### config.mk
export PLATFORM = sky130hd
export DESIGN_NAME = jvm_instruction_length_decoder_unit
export DESIGN_NICKNAME = d
export VERILOG_FILES = /design/src/rtl/jild_pkg.sv /design/src/rtl/jvm_instruction_length_decoder_unit.sv /design/src/rtl/jild_parser.sv
export SDC_FILE = /design/constraint.sdc
export NUM_CORES = 1
export LEC_CHECK = 0
export ABC_AREA = 1
export BUFFER_PORTS_ARGS = -buffer_cell sky130_fd_sc_hd__buf_2
export CORE_ASPECT_RATIO = 2
export CORE_MARGIN = 3
export CORE_UTILIZATION = 33
export DETAILED_ROUTE_END_ITERATION = 8
export GPL_TIMING_DRIVEN = 0
export PLACE_DENSITY_LB_ADDON = 0.12
export SYNTH_ARGS = -nofsm -noshare
export SYNTH_HDL_FRONTEND = slang
export SYNTH_SLANG_ARGS = --single-unit
### constraint.sdc
create_clock -name i_clk -period 19.2 [get_ports i_clk]
set_clock_uncertainty 0.2 [all_clocks]
set_input_delay 3.84 -clock i_clk [delete_from_list [all_inputs] [get_ports i_clk]]
set_output_delay 3.84 -clock i_clk [all_outputs]
set_load 0.02 [all_outputs]
### src/rtl/jild_pkg.sv
package jild_pkg;

    // Default width of the code position counter
    localparam int ADDR_BITS_DEF = 16;

    localparam int CODE_W  = 8;
    localparam int ADDR_W  = 16;
    localparam int LEN_W   = 16;

    localparam logic [CODE_W-1:0] OP_LAST_VALID = 8'hc9;

    // Opcodes with their own length rules
    localparam logic [CODE_W-1:0] OP_IINC         = 8'h84;
    localparam logic [CODE_W-1:0] OP_TABLESWITCH  = 8'haa;
    localparam logic [CODE_W-1:0] OP_LOOKUPSWITCH = 8'hab;
    localparam logic [CODE_W-1:0] OP_WIDE         = 8'hc4;

    // One finished instruction
    typedef struct packed {
        logic                length_overflow;
        logic                bad_opcode;
        logic [LEN_W-1:0]    instr_length;
        logic [ADDR_W-1:0]   start_address;
        logic [CODE_W-1:0]   opcode;
    } t_result;

endpackage

### src/rtl/jvm_instruction_length_decoder_unit.sv
// Channel   Dir  tdata                               tuser
// s (in)    in   [7:0] code_byte                     [0] start_of_code
// m (out)   out  [7:0] opcode, [23:8] start_address, [0] bad_opcode,
//                [39:24] instr_length                [1] length_overflow
//
// One code byte is taken per cycle while tready; a word is accepted on s when tvalid and tready.
// An instruction's result appears on m the cycle after its last byte is accepted.
// The parse step is single pass: position, phase and counters update each accepted byte.
// Reset (i_rst_n low, synchronous) clears the parse state and empties the output register.
// s stays ready while the output register is empty or being drained by m.
module jvm_instruction_length_decoder_unit #(
    parameter int ADDR_BITS = jild_pkg::ADDR_BITS_DEF
) (
    input  logic        i_clk,
    input  logic        i_rst_n,
    input  logic        i_s_tvalid,
    output logic        o_s_tready,
    input  logic [7:0]  i_s_tdata,   // [7:0] code_byte
    input  logic        i_s_tuser,   // [0] start_of_code
    output logic        o_m_tvalid,
    input  logic        i_m_tready,
    output logic [39:0] o_m_tdata,   // [7:0] opcode, [23:8] start_address, [39:24] instr_length
    output logic [1:0]  o_m_tuser    // [0] bad_opcode, [1] length_overflow
);
    import jild_pkg::*;

    logic     accept;
    logic     res_valid;
    t_result  res;
    logic     r_out_valid;
    t_result  r_out;

    // Take a new byte whenever the output slot is free or leaving this cycle
    assign o_s_tready = !r_out_valid || i_m_tready;
    assign accept     = i_s_tvalid && o_s_tready;

    jild_parser #(
        .ADDR_BITS(ADDR_BITS)
    ) u_parser (
        .i_clk           (i_clk),
        .i_rst_n         (i_rst_n),
        .i_accept        (accept),
        .i_code_byte     (i_s_tdata),
        .i_start_of_code (i_s_tuser),
        .o_res_valid     (res_valid),
        .o_res           (res)
    );

    // Output register: load a finished instruction, drop the slot once taken
    always_ff @(posedge i_clk) begin
        if (!i_rst_n) begin
            r_out_valid <= 1'b0;
        end else if (res_valid) begin
            r_out_valid <= 1'b1;
        end else if (i_m_tready) begin
            r_out_valid <= 1'b0;
        end
    end

    always_ff @(posedge i_clk) begin
        if (res_valid) begin
            r_out <= res;
        end
    end

    assign o_m_tvalid = r_out_valid;
    assign o_m_tdata  = {r_out.instr_length, r_out.start_address, r_out.opcode};
    assign o_m_tuser  = {r_out.length_overflow, r_out.bad_opcode};

    // A pending word never holds a zero length
    a_len_nonzero: assert property (@(posedge i_clk) disable iff (!i_rst_n)
        r_out_valid |-> r_out.instr_length != '0)
        else $error("zero instruction length emitted");

    // A flagged opcode is always a one-byte instruction
    a_bad_len_one: assert property (@(posedge i_clk) disable iff (!i_rst_n)
        (r_out_valid && r_out.bad_opcode) |-> r_out.instr_length == 16'd1)
        else $error("bad opcode with length other than one");

    // Overflow only comes with a saturated length
    a_ovf_sat: assert property (@(posedge i_clk) disable iff (!i_rst_n)
        (r_out_valid && r_out.length_overflow) |-> r_out.instr_length == 16'hffff)
        else $error("length overflow without saturated length");

    // A result produced while the slot is full and stalled would be lost
    a_no_overwrite: assert property (@(posedge i_clk) disable iff (!i_rst_n)
        (r_out_valid && !i_m_tready) |-> !res_valid)
        else $error("result produced while output stalled");

endmodule

### src/rtl/jild_parser.sv
module jild_parser #(
    parameter int ADDR_BITS = jild_pkg::ADDR_BITS_DEF
) (
    input  logic                          i_clk,
    input  logic                          i_rst_n,
    input  logic                          i_accept,
    input  logic [jild_pkg::CODE_W-1:0]   i_code_byte,
    input  logic                          i_start_of_code,
    output logic                          o_res_valid,
    output jild_pkg::t_result             o_res
);
    import jild_pkg::*;

    typedef enum logic [2:0] {
        PH_OPCODE,
        PH_FIXED,
        PH_WIDE,
        PH_HDR,
        PH_ENTRIES
    } t_phase;

    // Fixed operand byte count per opcode
    function automatic logic [2:0] operand_bytes(input logic [7:0] op);
        logic [2:0] k;
        k = 3'd0;
        if (op == 8'h10 || op == 8'h12 || (op >= 8'h15 && op <= 8'h19) ||
            (op >= 8'h36 && op <= 8'h3a) || op == 8'ha9 || op == 8'hbc) begin
            k = 3'd1;
        end else if (op == 8'h11 || op == 8'h13 || op == 8'h14 || op == OP_IINC ||
                     (op >= 8'h99 && op <= 8'ha8) || (op >= 8'hb2 && op <= 8'hb8) ||
                     op == 8'hbb || op == 8'hbd || op == 8'hc0 || op == 8'hc1 ||
                     op == 8'hc6 || op == 8'hc7) begin
            k = 3'd2;
        end else if (op == 8'hc5) begin
            k = 3'd3;
        end else if (op == 8'hb9 || op == 8'hba || op == 8'hc8 || op == 8'hc9) begin
            k = 3'd4;
        end
        return k;
    endfunction

    logic [ADDR_BITS-1:0] r_pos,   n_pos;
    logic [ADDR_BITS-1:0] r_start, n_start;
    logic [7:0]           r_op,    n_op;
    t_phase               r_phase, n_phase;
    logic [31:0]          r_word,  n_word;
    logic [31:0]          r_low,   n_low;
    logic [31:0]          r_left,  n_left;
    logic [31:0]          r_len,   n_len;

    logic [ADDR_BITS-1:0] pos;
    t_phase               phase;
    logic                 emit;
    logic [2:0]           k;
    logic [1:0]           pad;
    logic [4:0]           hdr_len;
    logic [31:0]          left_dec;
    logic [31:0]          word_next;
    logic [33:0]          cnt;
    logic [34:0]          entry;
    logic [35:0]          sum;
    logic [31:0]          start_ext;

    always_comb begin
        pos       = i_start_of_code ? '0 : r_pos;
        phase     = i_start_of_code ? PH_OPCODE : r_phase;
        n_pos     = pos + {{(ADDR_BITS-1){1'b0}}, 1'b1};
        n_start   = r_start;
        n_op      = r_op;
        n_phase   = phase;
        n_word    = r_word;
        n_low     = r_low;
        n_left    = r_left;
        n_len     = r_len;
        emit      = 1'b0;
        k         = operand_bytes(i_code_byte);
        pad       = ~pos[1:0];
        hdr_len   = {3'b000, pad} + ((i_code_byte == OP_TABLESWITCH) ? 5'd12 : 5'd8);
        left_dec  = (r_left != 32'd0) ? r_left - 32'd1 : r_left;
        word_next = {r_word[23:0], i_code_byte};
        cnt       = {{2{word_next[31]}}, word_next} - {{2{r_low[31]}}, r_low} + 34'd1;
        entry     = '0;
        if (r_op == OP_TABLESWITCH) begin
            if (!cnt[33] && cnt != 34'd0) begin
                entry = {cnt[32:0], 2'b00};
            end
        end else if (!word_next[31] && word_next != 32'd0) begin
            entry = {1'b0, word_next[30:0], 3'b000};
        end
        sum = {4'b0000, r_len} + {1'b0, entry};

        case (phase)
            PH_OPCODE: begin
                n_op    = i_code_byte;
                n_start = pos;
                if (i_code_byte > OP_LAST_VALID) begin
                    n_len   = 32'd1;
                    n_phase = PH_OPCODE;
                    emit    = 1'b1;
                end else if (i_code_byte == OP_WIDE) begin
                    n_phase = PH_WIDE;
                end else if (i_code_byte == OP_TABLESWITCH ||
                             i_code_byte == OP_LOOKUPSWITCH) begin
                    n_left  = 32'(hdr_len);
                    n_len   = 32'(hdr_len) + 32'd1;
                    n_word  = '0;
                    n_phase = PH_HDR;
                end else begin
                    n_len = 32'(k) + 32'd1;
                    if (k == 3'd0) begin
                        n_phase = PH_OPCODE;
                        emit    = 1'b1;
                    end else begin
                        n_left  = 32'(k);
                        n_phase = PH_FIXED;
                    end
                end
            end
            PH_WIDE: begin
                if (i_code_byte == OP_IINC) begin
                    n_len  = 32'd6;
                    n_left = 32'd4;
                end else begin
                    n_len  = 32'd4;
                    n_left = 32'd2;
                end
                n_phase = PH_FIXED;
            end
            PH_FIXED, PH_ENTRIES: begin
                n_left = left_dec;
                if (left_dec == 32'd0) begin
                    n_phase = PH_OPCODE;
                    emit    = 1'b1;
                end
            end
            PH_HDR: begin
                n_word = word_next;
                n_left = left_dec;
                if (r_op == OP_TABLESWITCH && left_dec == 32'd4) begin
                    n_low = word_next;
                end else if (left_dec == 32'd0) begin
                    // Add the table size, saturating at 32 bits
                    n_len = (sum[35:32] != 4'd0) ? '1 : sum[31:0];
                    if (entry == 35'd0) begin
                        n_phase = PH_OPCODE;
                        emit    = 1'b1;
                    end else begin
                        n_left  = (entry[34:32] != 3'd0) ? '1 : entry[31:0];
                        n_phase = PH_ENTRIES;
                    end
                end
            end
            default: begin
                n_phase = PH_OPCODE;
            end
        endcase

        start_ext                 = 32'(n_start);
        o_res_valid               = i_accept & emit;
        o_res.opcode              = n_op;
        o_res.start_address       = start_ext[ADDR_W-1:0];
        o_res.instr_length        = (n_len > 32'h0000_ffff) ? '1 : n_len[LEN_W-1:0];
        o_res.bad_opcode          = n_op > OP_LAST_VALID;
        o_res.length_overflow     = n_len > 32'h0000_ffff;
    end

    always_ff @(posedge i_clk) begin
        if (!i_rst_n) begin
            r_pos   <= '0;
            r_start <= '0;
            r_op    <= '0;
            r_phase <= PH_OPCODE;
            r_word  <= '0;
            r_low   <= '0;
            r_left  <= '0;
            r_len   <= '0;
        end else if (i_accept) begin
            r_pos   <= n_pos;
            r_start <= n_start;
            r_op    <= n_op;
            r_phase <= n_phase;
            r_word  <= n_word;
            r_low   <= n_low;
            r_left  <= n_left;
            r_len   <= n_len;
        end
    end

endmodule
# [Word-level counts from Yosys, hierarchy flattened]
# Cells that the tools add are included.
# W data, S select, Z words.
[word_totals] ff_bits=206 latch_bits=0 mem_bits_rw=0 rom_bits=0 mem_count=0
[op_classes] add_sub_neg=8 mul=0 div_mod_pow=0 magnitude_cmp=11 eq_ne=32 n_shift=0 muxes=55 bitwise=2 n_reduce_logical=48
[ops] cell="$mux W32" n=15
[ops] cell="$eq A8 B8 Y1 const B" n=18
[ops] cell="$pmux W32 S4" n=1
[ops] cell="$pmux W32 S3" n=1
[ops] cell="$mux W24" n=3
[ops] cell="$mux W35" n=2
[ops] cell="$reduce_bool A32 Y1" n=2
[ops] cell="$pmux W24 S2" n=1
[ops] cell="$mux W3" n=14
[ops] cell="$eq A8 B5 Y1 const B" n=5
[ops] cell="$add A32 B35 Y36" n=1
[ops] cell="$logic_not A35 Y1" n=1
[ops] cell="$add A34 B1 Y34 const B" n=1
[ops] cell="$mux W34" n=1
[ops] cell="$reduce_bool A34 Y1" n=1
[ops] cell="$sub A32 B32 Y33" n=1
[ops] cell="$eq A32 B3 Y1 const B" n=1
[ops] cell="$gt A32 B16 Y1 const B" n=1
[ops] cell="$logic_not A32 Y1" n=1
[ops] cell="$mux W16" n=2
[ops] cell="$sub A32 B1 Y32 const B" n=1
[ops] cell="$logic_or A1 B1 Y1" n=21
[ops] cell="$add A16 B1 Y16 const B" n=1
[ops] cell="$ge A8 B8 Y1 const B" n=2
[ops] cell="other kinds (31)" n=58

# [Longest topological paths before layout]
[depth] depth_word=22 ltp_mapped=61 ltp_nobuf=59

# [Cells and area by module]
# From an unflattened synthesis, not the netlist that was laid out.
[unflattened] hier_cells=2846 hier_area_um2=17570.6
[by_module_without_submodules] mod="jild_parser" n_inst=1 cells_each=2797 area_each_um2=16255.6
[by_module_without_submodules] mod="jvm_instruction_length_decoder_unit" n_inst=1 cells_each=49 area_each_um2=1315.0

# [Worst setup path before layout]
# Ideal clock, no wire load.
[synth_path] path_kind="input-to-reg" start="input port i_s_tdata[1]" end="register r_out, in the netlist o_m_tdata[31], data pin" t_arrival_ns=9.910 t_required_ns=18.737 slack_ns=8.826 stages=57 path_buffers=4 path_cell_list="clkbuf_1 -> inv_1 -> fa_1 -> inv_1 -> nand2_1 -> nand2_1 -> nand3_1 -> nand2_1 -> nand2_1 -> nor2_2 -> nand3_2 -> nor2_4 -> nand2_1 -> nor2_2 -> nand3_1 -> clkinv_1 -> nand3_1 -> nand2_1 -> [21 not listed] -> nand2_1 -> nand2_1 -> nand2_1 -> nand2_1 -> a21oi_1 -> o21ai_0 -> a21oi_1 -> nand2_1 -> a21oi_1 -> buf_4 -> nand3_1 -> nand2_1 -> o21ai_0 -> nor2_1 -> nand2_1 -> nor2_4 -> buf_6 -> nand3_1"
[synth_via] elab_chain_cells=20 elab_cells_between_ends=84 cone_classes="add/sub (6); order compare (10); eq/ne (22); mux (16); reduce/logical (30)"
[synth_lines] element="from (decl)" line="jvm_instruction_length_decoder_unit.sv:18" source="input logic [7:0] i_s_tdata,"
[synth_lines] element="branches (longest 18 deep; another with $add A32 B35 Y36)"
[synth_lines] element="$pmux W32 S3 *" line="jild_parser.sv:92" source="case (phase)"
[synth_lines] element="$gt A32 B16 Y1" line="jild_parser.sv:162" source="o_res.instr_length = (n_len > 32'h0000_ffff) ? '1 : n_len[LEN_W-1:0];"
[synth_lines] element="to (signal assigned)" line="jvm_instruction_length_decoder_unit.sv:62" source="r_out <= res;"
[synth_lines] element="to (decl)" line="jvm_instruction_length_decoder_unit.sv:31" source="t_result r_out;"
# Every way passes the cells marked *.
# A chain may end at the register's enable or synchronous reset.

# [Final worst setup path]
[layout_path] start="input port i_s_tdata[1]" end="register r_out, in the netlist o_m_tdata[34], data pin"
# Same word-level chain as after synthesis.

==> results_dict.tcl <==
set metrics [dict create \
    final_total_negative_setup_slack_ns 0 \
    rrSetupSlack_ns 9.58 \
    path_clk_slew_ns 0.07 \
    max_root_sink_buffers 3 \
    timing.hold.worst.class "flop to flop" \
    nets 3117 \
    report.final.slew_viol_count 0 \
    wire_per_inst_um 19.6 \
    slowest_stage_cell_crit_path "sky130_fd_sc_hd__nor4_1" \
    final-setup-viol-count 0 \
    fp.dieH_um 332 \
    cts_root_buf "sky130_fd_sc_hd__clkbuf_16" \
    syn_avg_cell_area_sq_um 5.96 \
    rsz_0062_raised_after_global_routing "false" \
    detailedRoute.firstIterationViolations 1133 \
    worst_slew_margin_rel_pct 21.0 \
    peakVddDrop_uv 67.6 \
    worst_hold_startpoint "u_parser.r_low[0]" \
    reg_to_reg_endpoint "o_m_tdata[34]" \
    synth-adder-area-share_pct 5.14 \
    final_cell_mix "sky130_fd_sc_hd__nand2_1, sky130_fd_sc_hd__inv_1, sky130_fd_sc_hd__nor2_1, sky130_fd_sc_hd__a21oi_1, sky130_fd_sc_hd__nand3_1" \
    finished_cell_area_sq_um 19500 \
    gp_routability_congestion 1.00 \
    placedInstanceArea_sq_um 18700 \
    synth_cells 2952 \
    floorplan.core_area_sq_um 52700 \
    timing.hold.worst_endpoint "u_parser.r_low[0]" \
    cts.htree.levels 1 \
    place_hpwl_mm 61.0 \
    synth_top_cells_by_area "sky130_fd_sc_hd__dfxtp_1, sky130_fd_sc_hd__nand2_1, sky130_fd_sc_hd__inv_1" \
    io_buffers 56 \
    cts_inserted_buffers 23 \
    initial_core_util_pct 33.4 \
    filler_cell_count 5953 \
    worst_hold_path.num_cells 2 \
    post_synth_and_or_nand_nor_area_fraction_pct 36.8 \
    cell_row_count 119 \
    vias 19300 \
    period_minus_slack_ns 12.99 \
    critPathBufInv 6 \
    criticalPathCategory "input port to flop" \
    number_of_antenna_repair_diodes 0 \
    predominant_post_synthesis_flop_cell "sky130_fd_sc_hd__dfxtp_1" \
    relative_area_change_from_synthesis_to_final_layout_pct 10.9 \
    avgViaCountPerCell 5.19 \
    die_ar_sq_um 56300 \
    synth-edff-count 42 \
    global_route.overflow_total 0 \
    netlist.area_leader.share_pct 18.7 \
    crit_path_end_kind "flop" \
    synth.ff_latch_count 206 \
    synth_compound_area_share_pct 16.5 \
    cts_hold_buffers 0 \
    critical_path.reg2reg.startpoint "u_parser.r_word[1]" \
    worstRegToRegCells 49 \
    ctsResizeCount 0 \
    postCtsSetupBuffers 0 \
    worst_slew_pin_slew_ns 1.17 \
    synthArstFlopShare_pct 0 \
    grt_start_max_net_pins 43 \
    number_of_global_route_vias_before_repair 19400 \
    report.final.hold_viol_count 0 \
    layout.cells.most_common "sky130_fd_sc_hd__nand2_1" \
    yosys_warnings 0 \
    synth_top_family_by_area "simple AND/OR/NAND/NOR gates" \
    antenna_violating_nets_post_route 0 \
    max_freq_mhz 77.0 \
    drive_above_1_share_pct 7.64 \
    io_pins 57 \
    grt_pass1_wl_mm 109 \
    cts_num_sinks 206 \
    status "complete, no violations" \
    post_route_drc_violation_count 0 \
    track_usage_pct 25.2 \
    synthMuxAreaShare_pct 0 \
    post_synth_xor_area_fraction_pct 2.94 \
    initial_antenna_violation_count 0 \
    critical_path_peak_fanout 10 \
    period_share_pct 67.7 \
    synth_net_count 3036 \
    critPathLaunchType "input port" \
    drtPass1Iterations 6 \
    crit_arrival_ns 13.09 \
    dieWidth_um 169 \
    yosysUniqueCellTypes 54 \
    tritoncts "built" \
    max_stage_delay_ns 0.91 \
    worstSkewPairLatency_ns 0.59 \
    synth.cell_area_sq_um 17600 \
    cell_leakage_power_nw 9.90 \
    crit_family "simple AND/OR/NAND/NOR gates" \
    synth_largest_area_cell "sky130_fd_sc_hd__dfxtp_1" \
    ys_seq_area_share_pct 25.8 \
    powerDensity_nw_per_um2 73.0 \
    routed_wl_mm 73.0 \
    critical_path.most_common_cell "sky130_fd_sc_hd__nand2_1" \
    critical_path_required_ns 19.30 \
    max-cap-violations 0 \
]
## per-stage QoR
step           utilization, %  power, mW  hold slack, ns  setup WS, ns  std cells
2_1_floorplan               -      0.789           0.235          8.83       2952
3_3_place_gp             35.5      0.931           0.251          5.72       3673
3_5_place_dp             35.5      0.935           0.254          5.61       3673
4_1_cts                  37.0       1.43           0.264          6.21       3715
5_1_grt                  37.0       1.49           0.288          5.33       3715
6_report                 37.0       1.42           0.261          6.21       3715
## synthesized netlist by cell type, drive strengths merged (3+ instances only)
cell type	number
o21bai	5
nor2	325
xnor2	17
edfxtp	42
o21ai	171
o21a	10
clkbuf	65
a211oi	52
nor3b	3
dfxtp	164
nand2	839
ha	69
inv	468
and2	4
nand4	58
o22ai	5
nor4	11
a22oi	5
a21oi	245
o211ai	3
nand3b	6
buf	34
xor2	42
or2	27
clkinv	13
a31oi	10
nand3	220
a311oi	3
nor3	21
## how the worst max path moves through the flow
| stage | from | to | slack, ns | cells after the start |
|---|---|---|---|---|
| detailed placement | i_s_tdata[1] | o_m_tdata[34] | 5.61 | 53 |
| CTS | i_s_tdata[1] | o_m_tdata[34] | 6.21 | 53 |
| global route | i_s_tdata[1] | o_m_tdata[34] | 5.33 | 54 |
| floorplan | i_s_tdata[1] | o_m_tdata[31] | 8.83 | 57 |
| finish | i_s_tdata[1] | o_m_tdata[34] | 6.21 | 52 |
| global placement | i_s_tdata[1] | o_m_tdata[34] | 5.72 | 52 |
## cell type report
type	count	area [sq um]	share of cell area [%]
sequential	206	4540	23.3
multi-input combinational	2166	10800	55.4
timing repair buffer	56	280	1.44
tap	665	832	4.27
buffer	99	434	2.23
inverter	481	1810	9.26
clock buffer	32	629	3.23
clock inverter	10	171	0.879
## power by group
part	internal (mW)	switching, mW
sequential	0.462	0.00971
combinational	0.126	0.330
clock	0.285	0.210
total	0.874	0.549
## worst min-delay path, stage by stage, from the launching register on
cell	delay (ns)
sky130_fd_sc_hd__dfxtp_1	0.31
sky130_fd_sc_hd__inv_1	0.05
sky130_fd_sc_hd__a211oi_1	0.05
## state kept, by name (all words and copies together) (netlist names)
signal,cells
u_parser.r_phase,3
o_m_tuser,2
u_parser.r_pos,16
o_m_tdata,40
u_parser.r_word,24
u_parser.r_left,32
u_parser.r_len,32
u_parser.r_start,16
o_m_tvalid,1
u_parser.r_low,32
u_parser.r_op,8
## kinds of logic after synthesis
| group | Yosys count |
|---|---|
| adders and majority gates | 71 |
| buffers and inverters | 580 |
| xor gates and xnor gates | 59 |
| DFF | 206 |
| and+or+nand+nor | 1515 |
| AOI/OAI and AO/OA | 521 |
## per-layer routing
metal	share of wire, %	track usage (%)
met5	0	0
met4	9.6	20.7
met3	2.9	2.35
met2	55	50.4
met1	33	21.8
Power figures use the tool's default switching activity.
